<file path="config.mk">
export PLATFORM = sky130hd
export DESIGN_NAME = top_k_target_keeper_flat
export DESIGN_NICKNAME = d
export VERILOG_FILES = /design/src/hdl/tkk_pkg.sv /design/src/hdl/tkk_cand_if.sv /design/src/hdl/tkk_kept_if.sv /design/src/hdl/tkk_insert.sv /design/src/hdl/tkk_drain.sv /design/src/hdl/top_k_target_keeper.sv /design/src/flat_wrapper.sv
export VERILOG_INCLUDE_DIRS = /design/src /design/src/hdl
export SDC_FILE = /design/constraint.sdc
export NUM_CORES = 2
export LEC_CHECK = 0
export BUFFER_PORTS_ARGS = -buffer_cell sky130_fd_sc_hd__buf_4
export CORE_ASPECT_RATIO = 0.6
export CORE_UTILIZATION = 33
export DETAILED_ROUTE_END_ITERATION = 8
export MAX_ROUTING_LAYER = met4
export PLACE_DENSITY = 0.6
export SLEW_MARGIN = 10
export SYNTH_ARGS = -nofsm -noshare
export SYNTH_HDL_FRONTEND = slang
export SYNTH_HIERARCHICAL = 1
export SYNTH_SLANG_ARGS = --single-unit
</file>
<file path="constraint.sdc">
create_clock -name clk -period 35.5 [get_ports clk]
set_input_delay 8.875 -clock clk [delete_from_list [all_inputs] [get_ports clk]]
set_output_delay 8.875 -clock clk [all_outputs]
set_load 0.01 [all_outputs]
</file>
<file path="src/hdl/assert_macros.svh">
// Assertion helpers shared by the block's RTL files.
// Each macro samples on the rising edge of clk and is disabled while rst is high.
`ifndef ASSERT_MACROS_SVH
`define ASSERT_MACROS_SVH

// The condition holds at every clock edge.
`define TKK_ASSERT_ALWAYS(label, cond) \
  label: assert property (@(posedge clk) disable iff (rst) (cond)) \
    else $error("tkk assertion failed");

// The trigger at one edge implies the consequence at the same edge.
`define TKK_ASSERT_SAME(label, trig, cons) \
  label: assert property (@(posedge clk) disable iff (rst) (trig) |-> (cons)) \
    else $error("tkk assertion failed");

// The trigger at one edge implies the consequence at the next edge.
`define TKK_ASSERT_NEXT(label, trig, cons) \
  label: assert property (@(posedge clk) disable iff (rst) (trig) |=> (cons)) \
    else $error("tkk assertion failed");

`endif

</file>
<file path="src/hdl/tkk_pkg.sv">
`timescale 1ns / 1ps
// ----------------------------------------------------------------------------
// Top-K target keeper package
// Shared entry type, control struct, the ID_NONE constant and the ranking function.
// ----------------------------------------------------------------------------
package tkk_pkg;

  localparam logic [31:0] ID_NONE = 32'd0;

  typedef struct packed {
    logic [31:0] body;
    logic [31:0] actor;
    logic [31:0] rank;
  } entry_t;

  typedef struct packed {
    logic take;
    logic flush;
  } ctl_t;

  // True when entry a ranks strictly lower than entry b. Actors outrank non-actors.
  function automatic logic ranks_lower(entry_t a, entry_t b);
    logic a_is;
    logic b_is;
    a_is = (a.actor != ID_NONE);
    b_is = (b.actor != ID_NONE);
    if (a_is != b_is) begin
      return b_is;
    end
    return (a.rank < b.rank);
  endfunction

endpackage

</file>
<file path="src/hdl/tkk_cand_if.sv">
`timescale 1ns / 1ps
// ----------------------------------------------------------------------------
// Candidate channel
// Valid/ready channel that carries one candidate request.
// ----------------------------------------------------------------------------
interface tkk_cand_if;
  logic        valid;
  logic        ready;
  logic [31:0] body_id;
  logic [31:0] actor_id;
  logic [31:0] rank_value;
  logic        final_candidate;

  modport source (output valid, output body_id, output actor_id, output rank_value,
                  output final_candidate, input ready);
  modport sink (input valid, input body_id, input actor_id, input rank_value,
                input final_candidate, output ready);
endinterface

</file>
<file path="src/hdl/tkk_kept_if.sv">
`timescale 1ns / 1ps
// ----------------------------------------------------------------------------
// Kept entry channel
// Valid/ready channel that carries one emitted list entry.
// ----------------------------------------------------------------------------
interface tkk_kept_if;
  logic        valid;
  logic        ready;
  logic [31:0] kept_body_id;
  logic [31:0] kept_actor_id;
  logic [31:0] kept_rank;
  logic        end_of_list;

  modport source (output valid, output kept_body_id, output kept_actor_id,
                  output kept_rank, output end_of_list, input ready);
  modport sink (input valid, input kept_body_id, input kept_actor_id,
                input kept_rank, input end_of_list, output ready);
endinterface

</file>
<file path="src/hdl/tkk_insert.sv">
`timescale 1ns / 1ps
// ----------------------------------------------------------------------------
// Top-K insertion list
// Holds the sorted kept entries and inserts one candidate per cycle while ctl.take is set.
// ----------------------------------------------------------------------------
module tkk_insert
  import tkk_pkg::*;
#(
  parameter int KEEP_DEPTH = 4,
  localparam int CW = $clog2(KEEP_DEPTH + 1)
) (
  input  logic          clk,
  input  logic          rst,
  input  ctl_t          ctl,
  input  entry_t        cand,
  output entry_t        list_next [KEEP_DEPTH],
  output logic [CW-1:0] count_next
);

  entry_t                slot [KEEP_DEPTH];
  logic [CW-1:0]         count;
  logic [KEEP_DEPTH-1:0] lower;
  logic [KEEP_DEPTH-1:0] lower_prev;
  logic [KEEP_DEPTH-1:0] hit;
  logic                  insert_ok;

  always_comb begin
    for (int i = 0; i < KEEP_DEPTH; i++) begin
      if (CW'(i) < count) begin
        lower[i] = ranks_lower(slot[i], cand);
        hit[i]   = ((cand.body != ID_NONE) && (slot[i].body == cand.body)) ||
                   ((cand.actor != ID_NONE) && (slot[i].actor == cand.actor));
      end else begin
        lower[i] = 1'b1;
        hit[i]   = 1'b0;
      end
    end
    lower_prev[0] = 1'b0;
    for (int i = 1; i < KEEP_DEPTH; i++) begin
      lower_prev[i] = lower[i-1];
    end
    insert_ok = !(|hit) && (|lower);
    for (int i = 0; i < KEEP_DEPTH; i++) begin
      if (!insert_ok || !lower[i]) begin
        list_next[i] = slot[i];
      end else if (!lower_prev[i]) begin
        list_next[i] = cand;
      end else begin
        list_next[i] = slot[(i > 0) ? i - 1 : 0];
      end
    end
    if (insert_ok && (count < CW'(KEEP_DEPTH))) begin
      count_next = count + CW'(1);
    end else begin
      count_next = count;
    end
  end

  always_ff @(posedge clk) begin
    if (ctl.take) begin
      slot <= list_next;
    end
  end

  always_ff @(posedge clk) begin
    if (rst) begin
      count <= '0;
    end else if (ctl.take) begin
      count <= ctl.flush ? '0 : count_next;
    end
  end

  `include "assert_macros.svh"

  `TKK_ASSERT_ALWAYS(a_count_bound, count <= CW'(KEEP_DEPTH))
  `TKK_ASSERT_NEXT(a_flush_clears, ctl.take && ctl.flush, count == '0)
  `TKK_ASSERT_NEXT(a_count_grows, ctl.take && !ctl.flush, count >= $past(count))

endmodule

</file>
<file path="src/hdl/tkk_drain.sv">
`timescale 1ns / 1ps
// ----------------------------------------------------------------------------
// Top-K list drain
// Captures a finished list and emits it best first through an output register.
// ----------------------------------------------------------------------------
module tkk_drain
  import tkk_pkg::*;
#(
  parameter int KEEP_DEPTH = 4,
  localparam int CW = $clog2(KEEP_DEPTH + 1)
) (
  input  logic          clk,
  input  logic          rst,
  input  logic          load,
  input  entry_t        list_in [KEEP_DEPTH],
  input  logic [CW-1:0] count_in,
  output logic          idle,
  tkk_kept_if.source    kept
);

  entry_t        pend [KEEP_DEPTH];
  logic [CW-1:0] pend_count;
  logic          emit;
  entry_t        out_entry;
  logic          out_last;

  assign idle = (pend_count == '0);
  assign emit = !idle && (!kept.valid || kept.ready);

  always_ff @(posedge clk) begin
    if (load) begin
      pend <= list_in;
    end else if (emit) begin
      for (int i = 0; i < KEEP_DEPTH - 1; i++) begin
        pend[i] <= pend[i+1];
      end
    end
  end

  always_ff @(posedge clk) begin
    if (emit) begin
      out_entry <= pend[0];
      out_last  <= (pend_count == CW'(1));
    end
  end

  always_ff @(posedge clk) begin
    if (rst) begin
      pend_count <= '0;
      kept.valid <= 1'b0;
    end else begin
      if (load) begin
        pend_count <= count_in;
      end else if (emit) begin
        pend_count <= pend_count - CW'(1);
      end
      if (emit) begin
        kept.valid <= 1'b1;
      end else if (kept.ready) begin
        kept.valid <= 1'b0;
      end
    end
  end

  assign kept.kept_body_id  = out_entry.body;
  assign kept.kept_actor_id = out_entry.actor;
  assign kept.kept_rank     = out_entry.rank;
  assign kept.end_of_list   = out_last;

  `include "assert_macros.svh"

  `TKK_ASSERT_NEXT(a_last_drained, emit && (pend_count == CW'(1)), kept.valid && kept.end_of_list)
  `TKK_ASSERT_SAME(a_more_follows, kept.valid && !kept.end_of_list, pend_count != '0)
  `TKK_ASSERT_NEXT(a_hold_stall, kept.valid && !kept.ready, kept.valid && $stable(kept.kept_body_id))

endmodule

</file>
<file path="src/hdl/top_k_target_keeper.sv">
`timescale 1ns / 1ps
// ----------------------------------------------------------------------------
// Top-K target keeper
// Keeps the best KEEP_DEPTH candidates of a set and emits them best first.
// ----------------------------------------------------------------------------
// Candidates arrive on cand, one request per cycle while cand.ready is high.
// Each is captured in an input register and compared against every kept
// entry at once: duplicates are ignored and others are inserted in rank
// order, the lowest entry falling out when the list is full. The list updates
// at one candidate per cycle unless a final request waits. A request with
// final_candidate set is inserted as well, then the whole list moves into a
// drain buffer and the store starts empty again. The drain buffer sends one
// entry per cycle on kept while kept.ready holds, end_of_list marking the
// last; the first entry reaches kept through the drain buffer and the output
// register. A final request waits in the input register while an earlier
// list still drains. A stall on kept holds the output register and stops the
// drain; cand keeps flowing until the next final request. Reset empties the
// list, the drain buffer and the output register.
// ----------------------------------------------------------------------------
module top_k_target_keeper
  import tkk_pkg::*;
#(
  parameter int KEEP_DEPTH = 4
) (
  input  logic       clk,
  input  logic       rst,
  tkk_cand_if.sink   cand,
  tkk_kept_if.source kept
);

  localparam int CW = $clog2(KEEP_DEPTH + 1);

  logic          held_valid;
  entry_t        held_entry;
  logic          held_final;
  logic          advance;
  logic          drain_idle;
  ctl_t          ctl;
  entry_t        list_next [KEEP_DEPTH];
  logic [CW-1:0] count_next;

  assign advance    = held_valid && (!held_final || drain_idle);
  assign cand.ready = !held_valid || advance;
  assign ctl.take   = advance;
  assign ctl.flush  = held_final;

  always_ff @(posedge clk) begin
    if (cand.valid && cand.ready) begin
      held_entry.body  <= cand.body_id;
      held_entry.actor <= cand.actor_id;
      held_entry.rank  <= cand.rank_value;
      held_final       <= cand.final_candidate;
    end
  end

  always_ff @(posedge clk) begin
    if (rst) begin
      held_valid <= 1'b0;
    end else if (cand.ready) begin
      held_valid <= cand.valid;
    end
  end

  tkk_insert #(
    .KEEP_DEPTH(KEEP_DEPTH)
  ) u_insert (
    .clk        (clk),
    .rst        (rst),
    .ctl        (ctl),
    .cand       (held_entry),
    .list_next  (list_next),
    .count_next (count_next)
  );

  tkk_drain #(
    .KEEP_DEPTH(KEEP_DEPTH)
  ) u_drain (
    .clk      (clk),
    .rst      (rst),
    .load     (advance && held_final),
    .list_in  (list_next),
    .count_in (count_next),
    .idle     (drain_idle),
    .kept     (kept)
  );

endmodule

</file>
<file path="src/flat_wrapper.sv">
// flat-port wrapper written by rule: the top's interface ports become plain ports
module top_k_target_keeper_flat import tkk_pkg::*;
#(
  parameter int KEEP_DEPTH = 4
)
  (clk, rst, cand_valid, cand_body_id, cand_actor_id, cand_rank_value, cand_final_candidate, cand_ready, kept_valid, kept_kept_body_id, kept_kept_actor_id, kept_kept_rank, kept_end_of_list, kept_ready);
  tkk_cand_if cand_i ();
  tkk_kept_if kept_i ();
  input  logic clk;
  input  logic rst;
  input wire logic [$bits(cand_i.valid)-1:0] cand_valid;
  input wire logic [$bits(cand_i.body_id)-1:0] cand_body_id;
  input wire logic [$bits(cand_i.actor_id)-1:0] cand_actor_id;
  input wire logic [$bits(cand_i.rank_value)-1:0] cand_rank_value;
  input wire logic [$bits(cand_i.final_candidate)-1:0] cand_final_candidate;
  output wire logic [$bits(cand_i.ready)-1:0] cand_ready;
  output wire logic [$bits(kept_i.valid)-1:0] kept_valid;
  output wire logic [$bits(kept_i.kept_body_id)-1:0] kept_kept_body_id;
  output wire logic [$bits(kept_i.kept_actor_id)-1:0] kept_kept_actor_id;
  output wire logic [$bits(kept_i.kept_rank)-1:0] kept_kept_rank;
  output wire logic [$bits(kept_i.end_of_list)-1:0] kept_end_of_list;
  input wire logic [$bits(kept_i.ready)-1:0] kept_ready;
  assign cand_i.valid = cand_valid;
  assign cand_i.body_id = cand_body_id;
  assign cand_i.actor_id = cand_actor_id;
  assign cand_i.rank_value = cand_rank_value;
  assign cand_i.final_candidate = cand_final_candidate;
  assign cand_ready = cand_i.ready;
  assign kept_valid = kept_i.valid;
  assign kept_kept_body_id = kept_i.kept_body_id;
  assign kept_kept_actor_id = kept_i.kept_actor_id;
  assign kept_kept_rank = kept_i.kept_rank;
  assign kept_end_of_list = kept_i.end_of_list;
  assign kept_i.ready = kept_ready;
  top_k_target_keeper #(.KEEP_DEPTH(KEEP_DEPTH)) u_core (.clk(clk), .rst(rst), .cand(cand_i), .kept(kept_i));
endmodule
</file>
==> results.txt <==
----------------------------------------------------
[Global route]
  Antenna violations before repair ... 5
  Sum of overflow across all layers after global routing ... 0
  Total global-route track usage ... 20.1%
  Maximum number of pins on one net before global-route repair ... 160
  First-pass GRT wire length ... between 200000 and 250000 um
  Number of global-route vias before repair ... 28533

[Critical path]
  Critical path's slowest cell ... sky130_fd_sc_hd__buf_4
  Type of the setup path with the least slack ... primary input to flip-flop
  Cell type with the highest occurrence count on the critical path ... sky130_fd_sc_hd__buf_4
  Critical path peak fanout ... 56
  Top Family by Delay on Critical Path ... buffers and inverters
  Endpoint class of the critical path ... flip-flop
  Register-to-register setup slack ... 28.74 ns
  Longest individual stage delay on the worst path ... 0.75 ns
  Buffers plus inverters on the worst setup path ... 4
  Cells along the critical path ... buf_4 -> nor2b_4 -> o21ai_4 -> buf_4 -> buf_4 -> buf_4
  Critical path arrival ... 11.98 ns
  Data required time at the worst endpoint ... 35.80 ns
  Element type at the critical path start ... primary input

[Detailed routing]
  Average routed wire per standard cell ... 27.4 um
  Total Wirelength ... 147000 um
  Total via count after detailed routing ... 29810
  Final routed DRC violation total ... 0
  Number of DRC markers in iteration 0 ... 3327
  Number of nets still failing antenna checks after routing ... 0
  Avg Vias per Cell ... approximately 5.5
  Detailed-router iteration count before antenna repair ... 5

[Synthesis]
  Synth Instances ... 3262
  Most frequent cells after synthesis ... sky130_fd_sc_hd__edfxtp_1 (962), sky130_fd_sc_hd__mux2_2 (757), sky130_fd_sc_hd__xor2_1 (241)
  Count of state elements after synthesis ... 970
  Area of the mapped netlist ... 0.0484 mm2
  Average size of a mapped cell ... 14.8 um2
  Top flip-flop cell by instance count after synthesis ... sky130_fd_sc_hd__edfxtp_1
  Async set or reset register ratio after synthesis ... 0%
  Syn_nets ... roughly 3500
  Cell taking the most area after synthesis ... sky130_fd_sc_hd__edfxtp_1
  Number of enable-type register cells in the synthesized netlist ... 962
  Count of synthesis-stage warnings from yosys ... 6
  Number of distinct library cells after synthesis ... 71
  Most area-consuming cells after synthesis ... sky130_fd_sc_hd__edfxtp_1 (60%), sky130_fd_sc_hd__mux2_2 (18%), sky130_fd_sc_hd__xor2_1 (4.4%), sky130_fd_sc_hd__ha_1 (3.3%), sky130_fd_sc_hd__nor4_1 (1.8%)
  Yosys top cell area share ... 59.7%
  Most numerous cell in the Yosys netlist ... sky130_fd_sc_hd__edfxtp_1
  Sequential cell area fraction in the yosys report ... around 60%

[Final layout]
  Cell area after layout ... 0.0548 mm2
  Share of layout cells above drive strength 1 ... 34.5%
  Synth-to-Final Area Change ... 13.2%
  Net count of the finished layout ... roughly 3600
  Fill cell total of the finished layout ... 13611

[Clock network]
  CTS tree ... yes
  Number of CTS-inserted buffers ... 96
  Source-to-sink clock delay at the later pin of the worst-skew pair ... approximately 0.72 ns
  CTS H-Tree Depth ... 3
  Hold buffers post-CTS ... 0
  CTS Root Cell ... sky130_fd_sc_hd__clkbuf_16
  Clock slew at reported path FFs ... 0.06 ns
  Bufs on Longest Clock Path ... 3
  Number of clock sinks ... 970
  Total of cells resized after clock tree synthesis ... 0
  Setup Buffers After CTS ... 0

[Placed design]
  Number of port buffers ... 199
  Post-DP HPWL ... 95000 um
  Post-place instance area ... 0.0516 mm2
  Routability Congestion ... 0.968

[Floorplanning]
  Number of core rows ... about 110
  CORE AREA ... 0.145 mm2
  Total I/O pin count ... 200
  Die boundary height ... 299 um
  Die width ... 496 um
  Die Area ... 0.148 mm2
  Initial Util ... 33.4%

[Timing]
  Minimum clock period ... 11.68 ns
  Setup violations, final ... 0
  Final Slew Violations ... 0
  Sum Neg Setup Slack ... 0 ns
  Slew @ Worst Pin ... 1.16 ns
  Slew Limit Headroom ... a little under a quarter
  Worst-case clock skew ... 0.0496 ns
  Max Clk Rate ... 85.6 MHz
  Unrepaired setup endpoints after global routing ... false
  Fin crit share ... 32.9%
  Hold Fails Final Rpt ... 0

[Job]
  Max-cap check violation count ... 0

[Min path]
  Kind of path behind the tightest hold check ... flip-flop to flip-flop

[Power]
  Worst vdd ir ... between 40 and 50 uV
  Power per standard cell area ... 70.3 mW/mm2
  Leakage power figure ... 0.0183 uW

[Outcome]
  Result of the run ... finished, final reports clean

----------------------------------------------------
==> final cells by class <==
type | count | area, um2 | share of cell area (%)
clock inverter | 58 | 562 | 1.03
sequential | 970 | 29000 | 53.0
timing repair buffer | 250 | 1940 | 3.54
clock buffer | 120 | 2620 | 4.78
multi-input combinational | 2019 | 18000 | 32.9
inverter | 41 | 154 | 0.281
tap | 1925 | 2410 | 4.40
antenna | 3 | 7.51 | 0.0137
==> cell families (layout without fill, tap and decap cells) <==
kind of cell	Yosys count	count (layout)	share of synthesized area (%)
adders and majority gates	128	128	3.31
DFF	970	970	60.1
other	0	3	0
and+or+nand+nor	438	438	5.17
AOI/OAI and AO/OA	427	427	5.91
xor gates and xnor gates	257	257	4.65
buffers and inverters	273	469	3.00
muxes	769	769	17.9
==> worst register-to-register path, stage by stage, from the launching register on <==
cell and delay, ns:
sky130_fd_sc_hd__edfxtp_1 0.61, sky130_fd_sc_hd__xnor2_1 0.97, sky130_fd_sc_hd__nand4_1 0.47, sky130_fd_sc_hd__nor4_1 0.81
sky130_fd_sc_hd__and2_1 0.22, sky130_fd_sc_hd__a221oi_1 0.11, sky130_fd_sc_hd__o2111ai_4 0.32, sky130_fd_sc_hd__buf_12 0.42
sky130_fd_sc_hd__or2_4 1.01, sky130_fd_sc_hd__buf_4 0.84, sky130_fd_sc_hd__o31ai_1 0.35, sky130_fd_sc_hd__mux2_2 0.36
==> placed cells by master, fill, tap and decap left out, types with 4 or more instances in the layout <==
cell type                      n
sky130_fd_sc_hd__edfxtp_1    962
sky130_fd_sc_hd__mux2_2      757
sky130_fd_sc_hd__buf_4       245
sky130_fd_sc_hd__xor2_1      241
sky130_fd_sc_hd__nor4_1      137
sky130_fd_sc_hd__ha_1        128
sky130_fd_sc_hd__nor3_1      119
sky130_fd_sc_hd__o21ai_0     116
sky130_fd_sc_hd__a211oi_1    104
sky130_fd_sc_hd__clkbuf_16   100
sky130_fd_sc_hd__o31ai_1      97
sky130_fd_sc_hd__nand4_1      47
sky130_fd_sc_hd__a21oi_1      44
sky130_fd_sc_hd__inv_1        41
sky130_fd_sc_hd__nand2_1      40
sky130_fd_sc_hd__nor2_1       31
sky130_fd_sc_hd__a21o_1       23
sky130_fd_sc_hd__clkinv_2     20
sky130_fd_sc_hd__clkbuf_1     16
sky130_fd_sc_hd__xnor2_1      16
sky130_fd_sc_hd__clkinv_1     15
sky130_fd_sc_hd__mux2_1       12
sky130_fd_sc_hd__nand3_1      11
sky130_fd_sc_hd__bufinv_16     9
sky130_fd_sc_hd__dfxtp_1       8
sky130_fd_sc_hd__nor4_2        8
sky130_fd_sc_hd__clkinvlp_4    7
sky130_fd_sc_hd__nand2b_1      6
sky130_fd_sc_hd__clkinv_4      5
sky130_fd_sc_hd__buf_12        5
sky130_fd_sc_hd__o211ai_1      5
sky130_fd_sc_hd__nor3b_1       5
sky130_fd_sc_hd__clkbuf_8      4
sky130_fd_sc_hd__or2_2         4
sky130_fd_sc_hd__o21a_1        4
sky130_fd_sc_hd__and4_1        4
==> per-layer routing <==
layer / GRT usage, % / wire [um]
met1: 32.1 / 73800
met2: 24.9 / 56900
met3: 4.78 / 14300
met4: 3.89 / 2380
met5: - / 0
==> registers in the layout (all words and copies together) (netlist names) <==
register / flops
u_core/u_drain/kept.valid: 1
u_core/u_insert/slot: 384
u_core/u_drain/kept.kept_actor_id: 32
u_core/held_entry: 96
u_core/u_drain/kept.kept_body_id: 32
u_core/u_drain/pend: 384
u_core/held_valid: 1
u_core/u_drain/kept.end_of_list: 1
u_core/u_drain/pend_count: 3
u_core/u_insert/count: 3
u_core/u_drain/kept.kept_rank: 32
u_core/held_final: 1
==> path summary, 6_finish.rpt <==
path | startpoint | to | cells past startpoint
setup / recovery | kept_ready | u_core/u_drain/pend[340] | 6
hold / removal | u_core/u_drain/pend[340] | u_core/u_drain/kept.kept_actor_id[20] | 0
setup reg to reg | u_core/held_entry[65] | u_core/u_drain/pend[252] | 11
hold reg to reg | u_core/u_drain/pend[340] | u_core/u_drain/kept.kept_actor_id[20] | 0
==> metrics by stage <==
step,total power (uW),hold slack [ns],util (%),setup slack [ns],cells
finish,3850,0.393,37.8,23.82,5386
floorplan,2670,0.400,-,3.93,3262
detailed placement,2810,0.405,35.6,23.03,5205
global placement,2800,0.408,35.6,23.10,5205
CTS,3880,0.407,37.8,23.77,5383
global route,4020,0.420,37.8,23.62,5386
==> where the power goes <==
| part | internal (uW) | total, uW | leakage (uW) | switching (uW) |
|---|---|---|---|---|
| Combinational | 332 | 857 | 0.00761 | 525 |
| Sequential | 1760 | 1940 | 0.00917 | 178 |
| Clock | 590 | 1060 | 0.00155 | 466 |
Power figures use the tool's default switching activity.
